[src/sv/b64sd_pkg.sv]
// Shared types, constants and the character-value function for the base64 stream decoder.
// No dependencies; imported by every module of the block.
package b64sd_pkg;

  localparam int CountWidthDef = 16;
  localparam int MaxBytesW     = 16;
  localparam logic [MaxBytesW-1:0] MaxBytesReset = 16'hFFFF;
  localparam int QueueDepth    = 4;

  localparam logic [7:0] PadChar = 8'h3D;

  // One decoded group, or the error marker of a rejected string.
  typedef struct packed {
    logic [23:0] bytes;
    logic [1:0]  nb;
    logic        last;
    logic        err;
  } cmd_t;

  typedef struct packed {
    logic full;
    logic empty;
  } qstat_t;

  // Returns {legal, sextet}.
  function automatic logic [6:0] char_value(logic [7:0] c);
    logic [6:0] r;
    r = 7'd0;
    if (c >= 8'h41 && c <= 8'h5A) begin
      r = {1'b1, 6'(c - 8'h41)};
    end else if (c >= 8'h61 && c <= 8'h7A) begin
      r = {1'b1, 6'(c - 8'h61 + 8'd26)};
    end else if (c >= 8'h30 && c <= 8'h39) begin
      r = {1'b1, 6'(c + 8'd4)};
    end else if (c == 8'h2B || c == 8'h2D) begin
      r = {1'b1, 6'd62};
    end else if (c == 8'h2F || c == 8'h5F) begin
      r = {1'b1, 6'd63};
    end
    return r;
  endfunction

endpackage

[src/sv/base64_stream_decoder.sv]
// Top level of the base64 stream decoder: front end, command queue, back end.
// Depends on b64sd_pkg, b64sd_front, b64sd_queue and b64sd_back.
//
// channel  direction  handshake                 payload
// cfg      in         cfg_we_i                  cfg_wdata_i (max_output_bytes)
// in       in         in_valid_i / in_ready_o   text_char_i, final_char_i
// out      out        out_valid_o / out_ready_i data_byte_o, byte_valid_o,
//                                               end_of_run_o, error_flag_o
//
// One character per cycle is accepted while in_ready_o is high; a completed group
// is queued at the edge that accepts its last character, and its one to three
// results leave at one per cycle from the output register. The back end drains one
// result per cycle while out_ready_i is high, so four characters per group keep the
// four-entry queue from filling. in_ready_o drops only while the queue is full.
// Reset clears all stream state and sets the capacity register to 65535.
module base64_stream_decoder #(
  parameter int COUNT_WIDTH = b64sd_pkg::CountWidthDef
) (
  input  logic                            clk_i,
  input  logic                            rst_ni,
  input  logic                            cfg_we_i,
  input  logic [b64sd_pkg::MaxBytesW-1:0] cfg_wdata_i,
  input  logic                            in_valid_i,
  output logic                            in_ready_o,
  input  logic [7:0]                      text_char_i,
  input  logic                            final_char_i,
  output logic                            out_valid_o,
  input  logic                            out_ready_i,
  output logic [7:0]                      data_byte_o,
  output logic                            byte_valid_o,
  output logic                            end_of_run_o,
  output logic                            error_flag_o
);
  import b64sd_pkg::*;

  logic   push, pop;
  cmd_t   cmd, head;
  qstat_t qstat;

  b64sd_front #(.COUNT_WIDTH(COUNT_WIDTH)) u_front (
    .clk_i, .rst_ni, .cfg_we_i, .cfg_wdata_i,
    .in_valid_i, .in_ready_o, .text_char_i, .final_char_i,
    .qstat_i(qstat), .push_o(push), .cmd_o(cmd)
  );

  b64sd_queue u_queue (
    .clk_i, .rst_ni, .push_i(push), .cmd_i(cmd), .pop_i(pop),
    .head_o(head), .qstat_o(qstat)
  );

  b64sd_back u_back (
    .clk_i, .rst_ni, .head_i(head), .qstat_i(qstat), .pop_o(pop),
    .out_valid_o, .out_ready_i, .data_byte_o, .byte_valid_o,
    .end_of_run_o, .error_flag_o
  );

`ifndef NO_ASSERTIONS
  a_pop_nonempty: assert property (@(posedge clk_i) disable iff (!rst_ni)
    pop |-> !qstat.empty) else $error("pop from empty queue");
  a_push_room: assert property (@(posedge clk_i) disable iff (!rst_ni)
    push |-> !qstat.full) else $error("push into full queue");
  a_err_shape: assert property (@(posedge clk_i) disable iff (!rst_ni)
    (out_valid_o && error_flag_o) |-> (end_of_run_o && !byte_valid_o && data_byte_o == 8'd0))
    else $error("malformed error result");
  a_kind: assert property (@(posedge clk_i) disable iff (!rst_ni)
    out_valid_o |-> (byte_valid_o != error_flag_o)) else $error("result kind unclear");
`endif

endmodule

[src/sv/b64sd_front.sv]
// Front end: accepts characters, tracks group and padding state, checks capacity.
// Pushes one command per valid completed group or per final character. Uses b64sd_pkg.
module b64sd_front #(
  parameter int COUNT_WIDTH = b64sd_pkg::CountWidthDef
) (
  input  logic                             clk_i,
  input  logic                             rst_ni,
  input  logic                             cfg_we_i,
  input  logic [b64sd_pkg::MaxBytesW-1:0]  cfg_wdata_i,
  input  logic                             in_valid_i,
  output logic                             in_ready_o,
  input  logic [7:0]                       text_char_i,
  input  logic                             final_char_i,
  input  b64sd_pkg::qstat_t                qstat_i,
  output logic                             push_o,
  output b64sd_pkg::cmd_t                  cmd_o
);
  import b64sd_pkg::*;

  localparam int CntW = COUNT_WIDTH + 1;
  localparam int CmpW = ((CntW > MaxBytesW) ? CntW : MaxBytesW) + 1;

  logic [MaxBytesW-1:0] max_q;
  logic [17:0]          acc_q, acc_d;
  logic [1:0]           slot_q, slot_d;
  logic [1:0]           pad_q, pad_d;
  logic                 err_q, err_d;
  logic [CntW-1:0]      cnt_q, cnt_d;

  logic        accept, is_pad, bad_char, grp_bad, grp_ok, err_fin;
  logic [6:0]  cv;
  logic [5:0]  v;
  logic [1:0]  padn, nb;
  logic [CmpW-1:0] sum, lim_cnt, lim_reg, limit;

  assign in_ready_o = !qstat_i.full;
  assign accept     = in_valid_i && in_ready_o;

  always_comb begin
    is_pad  = (text_char_i == PadChar);
    cv      = char_value(text_char_i);
    v       = is_pad ? 6'd0 : cv[5:0];
    padn    = pad_q + {1'b0, is_pad};
    nb      = 2'd3 - padn;
    bad_char = is_pad ? (slot_q < 2'd2) : (!cv[6] || pad_q != 2'd0);
    sum     = CmpW'(cnt_q) + CmpW'(nb);
    lim_cnt = CmpW'({CntW{1'b1}});
    lim_reg = CmpW'(max_q);
    limit   = (lim_cnt < lim_reg) ? lim_cnt : lim_reg;

    acc_d   = acc_q;
    slot_d  = slot_q;
    pad_d   = pad_q;
    cnt_d   = cnt_q;
    err_d   = err_q;
    grp_bad = 1'b0;
    grp_ok  = 1'b0;

    if (!err_q) begin
      if (bad_char) begin
        err_d = 1'b1;
      end else if (slot_q != 2'd3) begin
        acc_d  = {acc_q[11:0], v};
        slot_d = slot_q + 2'd1;
        pad_d  = padn;
      end else begin
        grp_bad = (padn != 2'd0 && !final_char_i) || (sum > limit);
        grp_ok  = !grp_bad;
        if (grp_bad) err_d = 1'b1;
        else cnt_d = CntW'(sum);
        acc_d  = '0;
        slot_d = 2'd0;
        pad_d  = 2'd0;
      end
    end

    err_fin = err_d || (slot_d != 2'd0);

    cmd_o.bytes = {acc_q, v};
    cmd_o.nb    = nb;
    cmd_o.last  = final_char_i;
    cmd_o.err   = final_char_i && err_fin;
    push_o      = accept && (final_char_i || grp_ok);

    if (final_char_i) begin
      acc_d  = '0;
      slot_d = 2'd0;
      pad_d  = 2'd0;
      cnt_d  = '0;
      err_d  = 1'b0;
    end
  end

  always_ff @(posedge clk_i or negedge rst_ni) begin
    if (!rst_ni) begin
      max_q  <= MaxBytesReset;
      acc_q  <= '0;
      slot_q <= '0;
      pad_q  <= '0;
      err_q  <= 1'b0;
      cnt_q  <= '0;
    end else begin
      if (cfg_we_i) max_q <= cfg_wdata_i;
      if (accept) begin
        acc_q  <= acc_d;
        slot_q <= slot_d;
        pad_q  <= pad_d;
        err_q  <= err_d;
        cnt_q  <= cnt_d;
      end
    end
  end

endmodule

[src/sv/b64sd_queue.sv]
// Short command queue between front and back end.
// Register-based FIFO of b64sd_pkg::cmd_t entries. Uses b64sd_pkg.
module b64sd_queue (
  input  logic              clk_i,
  input  logic              rst_ni,
  input  logic              push_i,
  input  b64sd_pkg::cmd_t   cmd_i,
  input  logic              pop_i,
  output b64sd_pkg::cmd_t   head_o,
  output b64sd_pkg::qstat_t qstat_o
);
  import b64sd_pkg::*;

  localparam int PtrW = $clog2(QueueDepth);
  localparam int CntW = $clog2(QueueDepth + 1);

  cmd_t            mem_q [QueueDepth];
  logic [PtrW-1:0] wr_q, rd_q;
  logic [CntW-1:0] cnt_q;

  assign head_o        = mem_q[rd_q];
  assign qstat_o.full  = (cnt_q == CntW'(QueueDepth));
  assign qstat_o.empty = (cnt_q == '0);

  always_ff @(posedge clk_i) begin
    if (push_i) mem_q[wr_q] <= cmd_i;
  end

  always_ff @(posedge clk_i or negedge rst_ni) begin
    if (!rst_ni) begin
      wr_q  <= '0;
      rd_q  <= '0;
      cnt_q <= '0;
    end else begin
      if (push_i) wr_q <= PtrW'(wr_q + 1'b1);
      if (pop_i)  rd_q <= PtrW'(rd_q + 1'b1);
      if (push_i && !pop_i)      cnt_q <= cnt_q + 1'b1;
      else if (pop_i && !push_i) cnt_q <= cnt_q - 1'b1;
    end
  end

endmodule

[src/sv/b64sd_back.sv]
// Back end: expands each queued command into byte results or one error result.
// Holds the output register of the result channel. Uses b64sd_pkg.
module b64sd_back (
  input  logic              clk_i,
  input  logic              rst_ni,
  input  b64sd_pkg::cmd_t   head_i,
  input  b64sd_pkg::qstat_t qstat_i,
  output logic              pop_o,
  output logic              out_valid_o,
  input  logic              out_ready_i,
  output logic [7:0]        data_byte_o,
  output logic              byte_valid_o,
  output logic              end_of_run_o,
  output logic              error_flag_o
);
  import b64sd_pkg::*;

  logic       load, last_byte;
  logic [1:0] idx_q, idx_d;
  logic       vld_q, vld_d;
  logic [7:0] data_q, data_d;
  logic       bv_q, bv_d, eor_q, eor_d, err_q, err_d;

  always_comb begin
    load      = (!vld_q || out_ready_i) && !qstat_i.empty;
    last_byte = (idx_q == head_i.nb - 2'd1);
    pop_o     = load && (head_i.err || last_byte);
    idx_d     = idx_q;
    vld_d     = vld_q && !out_ready_i;
    data_d    = data_q;
    bv_d      = bv_q;
    eor_d     = eor_q;
    err_d     = err_q;
    if (load) begin
      vld_d = 1'b1;
      if (head_i.err) begin
        data_d = 8'd0;
        bv_d   = 1'b0;
        eor_d  = 1'b1;
        err_d  = 1'b1;
        idx_d  = 2'd0;
      end else begin
        case (idx_q)
          2'd0:    data_d = head_i.bytes[23:16];
          2'd1:    data_d = head_i.bytes[15:8];
          default: data_d = head_i.bytes[7:0];
        endcase
        bv_d  = 1'b1;
        eor_d = head_i.last && last_byte;
        err_d = 1'b0;
        idx_d = last_byte ? 2'd0 : idx_q + 2'd1;
      end
    end
  end

  always_ff @(posedge clk_i or negedge rst_ni) begin
    if (!rst_ni) begin
      vld_q <= 1'b0;
      idx_q <= '0;
    end else begin
      vld_q <= vld_d;
      idx_q <= idx_d;
    end
  end

  always_ff @(posedge clk_i) begin
    data_q <= data_d;
    bv_q   <= bv_d;
    eor_q  <= eor_d;
    err_q  <= err_d;
  end

  assign out_valid_o  = vld_q;
  assign data_byte_o  = data_q;
  assign byte_valid_o = bv_q;
  assign end_of_run_o = eor_q;
  assign error_flag_o = err_q;

endmodule

[config.mk]
export PLATFORM = sky130hd
export DESIGN_NAME = base64_stream_decoder
export DESIGN_NICKNAME = d
export VERILOG_FILES = /design/src/sv/b64sd_pkg.sv /design/src/sv/base64_stream_decoder.sv /design/src/sv/b64sd_front.sv /design/src/sv/b64sd_queue.sv /design/src/sv/b64sd_back.sv
export SDC_FILE = /design/constraint.sdc
export NUM_CORES = 1
export LEC_CHECK = 0
export BUFFER_PORTS_ARGS = -buffer_cell sky130_fd_sc_hd__buf_2
export CAP_MARGIN = 10
export CORE_MARGIN = 1.5
export CORE_UTILIZATION = 50
export DETAILED_ROUTE_END_ITERATION = 10
export MAX_ROUTING_LAYER = met4
export PLACE_DENSITY = 0.68
export SLEW_MARGIN = 40
export SYNTH_ARGS = -nofsm -noshare
export SYNTH_HDL_FRONTEND = slang
export SYNTH_SLANG_ARGS = --single-unit
[constraint.sdc]
create_clock -name clk_i -period 4.9 [get_ports clk_i]
set_clock_uncertainty 0.2 [all_clocks]
set_input_delay 0.245 -clock clk_i [delete_from_list [all_inputs] [get_ports clk_i]]
set_output_delay 0.245 -clock clk_i [all_outputs]
set_load 0.1 [all_outputs]
==> flow_summary.toml <==
[outcome]
status = "completed"

[critical_path]
r2r_setup_slack_ns = 0.08
crit_buf_inv = 3
reg2reg_from = "u_front.pad_q[0]"
ff2ff_path_depth = 22
startpoint_type = "flop"
crit_type = "flop to flop"
slowest_stage = "dfrtp_1"
required_ns = 5.05
cp_max_fo = 4
critical_path.max_stage_delay_ns = 0.40
critical_path_arrival_ns = 4.96
crit_family = "adder cells"
path_cells = "ha_2 > xnor2_2 > ha_1 > a21o_1 > nand4_1 > buf_6 > nor2_1 > xnor2_1 > inv_1 > ha_4 > nand4_1 > nor3_2 > nor3b_2 > o22a_1 > nand4_1 > o31ai_4 > ha_2 > inv_2 > fa_2 > xor2_1 > nor2_1 > xor2_1"
end_kind = "flop"
r2r_end = "u_queue.cnt_q[2]"
path_common_cell = "nand4_1"

[placement]
place_inst = 977
place_ws_ns = -0.379
placed_area_sq_um = 9750
gp_congestion = 0.934
hpwl_um = 13000
portBuffers = 42

[power_and_ir_drop]
powerDensity_nw_per_um2 = 494
seq_power_share_pct = 41.3
intPower_mw = 3.35
p_sw_share_pct = 36.7
max-vdd-ir-drop_mv = 0.480
pwr-share-comb_pct = 33.0
p_leak_nw = 4.18
p_sw_mw = 1.94
pwr-share-clk_pct = 25.7

[yosys]
ys_seq_area_share_pct = 60.0
yosys.area.top_type = "edfxtp_1"
ys_warn_count = 0
yosys-top-cells-count = "edfxtp_1 (123), nand2_1 (99), dfrtp_1 (50)"
synth.distinct_cells = 63
syn-num-nets = 764
synthArstFlopShare_pct = 34.9
synth-edff-count = 123
synth.most_common_cell = "edfxtp_1"
synth_top_area_share_pct = 41.3
synthTopCellsByArea = "edfxtp_1 (41%), dfrtp_1 (14%), mux4_2 (7.1%)"
syn_inst = 698
synth.avg_cell_area_sq_um = 12.8
synth-main-ff-cell = "edfxtp_1"
ys_ff_latch = 189
netlist_area_sq_um = 8940

[floorplanning]
initial_core_util_pct = 51.5
fp.dieW_um = 137
fp-row-count = 48
ioPinCount = 43
core_sq_um = 17400
die_h_um = 137
die-area_sq_um = 18700

[global_route]
grt_overflow = 0
track_usage_pct = 23.0
grt_antenna_before_repair = 0
grt_max_degree = 38
grt_pass1_vias = 5933
grt_pass1_wl_um = 31600

[timing]
min_period_over_period_pct = 98.3
fmax_ghz = 0.208
whs_ns = 0.0378
slew_headroom_pct = 49.9
setup_viol = 0
finalMaxSlewViolations = 0
rsz0062_at_grt = "true"
fin_crit_ns = 4.82
tightest_slew_ns = 0.745
hold_violations = 0
setup_slack_ns = 0.0822

[drt]
wl_um = 19700
dr.pass1.iters = 5
via_per_inst = 5.73
vias = 5919
post_drt_wl_per_cell_um = 19.1
drc = 0
first_iter_violations = 444
drtAntennaViolNets = 0

[clocking]
clk_latency_ns = 0.43
clockRootBuffer = "clkbuf_16"
clk_pin_slew_ns = 0.07
clkSinkCount = 189
cts_buffers = 17
cts_tree = "built"
htree_levels = 4
clock_path_buffers = 2

[final_layout]
final_util_pct = 61.8
diodes = 0
final_cells = 1033
drive_gt1_share_pct = 28.1
area_growth_pct = 20.0
fin_area_sq_um = 10700
finalNetCount = 861

[min_path]
min_from = "cfg_we_i"
hold_path_class = "input pin to flop"
hold_path_depth = 3
hold_end = "u_front.max_q[12]"

[job]
drv_cap = 0
worst min-delay path: stages:
cell     delay (ns)
buf_2          0.25
nand2_1        0.10
o21ai_0        0.07
how the worst max path moves through the flow:
stage	start	to	slack, ns	cells after the start
global placement	text_char_i[6]	u_queue.cnt_q[2]	-0.11	26
detailed placement	text_char_i[6]	u_queue.cnt_q[2]	-0.38	26
CTS	u_front.pad_q[0]	u_queue.cnt_q[2]	0.001	22
global route	u_front.pad_q[0]	u_queue.cnt_q[2]	-0.16	22
finish	u_front.pad_q[0]	u_queue.cnt_q[2]	0.08	22
floorplan	text_char_i[6]	u_queue.cnt_q[2]	0.007	25
through the flow:
step	power (mW)	setup TNS [ns]
after floorplan	3.46	0
after detailed placement	3.93	-10.05
after CTS	5.29	0
after global routing	5.55	-0.228
final	5.29	0
after global placement	3.87	-0.155
cell type report:
type	instances	area, sq um
clock inverter	13	153
sequential	189	5370
tap	225	282
inverter	48	183
multi-input combinational	429	3490
fill	1330	6630
timing repair buffer	110	820
clock buffer	19	433
sequential cells by signal, indices dropped and copies added (netlist names), 2 cells and up:
signal,flops
u_queue.cnt_q,3
u_front.pad_q,2
u_queue.mem_q,112
u_front.cnt_q,17
u_back.idx_q,2
u_back.data_byte_o,8
u_queue.wr_q,2
u_front.max_q,16
u_front.acc_q,18
u_queue.rd_q,2
u_front.slot_q,2
power by group through the flow:
stage / Clock (mW) / Sequential, mW / Combinational, mW
3_5_place_dp: 0 / 2.22 / 1.71
3_3_place_gp: 0 / 2.20 / 1.67
2_1_floorplan: 0 / 2.49 / 0.972
5_1_grt: 1.44 / 2.22 / 1.89
4_1_cts: 1.38 / 2.19 / 1.73
6_report: 1.36 / 2.19 / 1.75
cell usage in the layout (no fill, tap or decap), types with 18 or more instances in the layout:
cell type      instances
nand3_1               24
buf_4                 45
dlygate4sd3_1         18
mux4_2                28
dfrtp_1               49
ha_1                  27
buf_2                 42
o21ai_0               38
edfxtp_1             123
a21oi_1               18
nand2_1               98
inv_1                 45
repair_timing:
item                                    CTS  global route
endpoints found under the hold margin    34             0
resized for setup                         3            27
pin swaps                                 5            24
buffers inserted                          0             6
hold buffers                             18             0
endpoints found under the setup margin    1           109
cell families (layout without fill, tap and decap cells):
kind of cell    after synthesis  count (layout)  synth area share, %
fa+ha+maj                    36              36                 5.21
xor+xnor                     26              26                 2.55
flops                       189             189                 60.0
compound gates              134             134                 10.1
simple gates                200             200                 10.7
buf+inv                      80             190                 3.75
mux                          33              33                 7.64
layer usage:
metal  track usage [%]  part of all wire, %  vias up
met5                 -                    0        -
met2              37.7                   51      164
met4              6.03                  1.6        0
met1              29.5                   43     2947
li1                  -                    -     2785
met3              4.56                  4.8       23
Note: power is estimated with default switching activity, not from simulation.
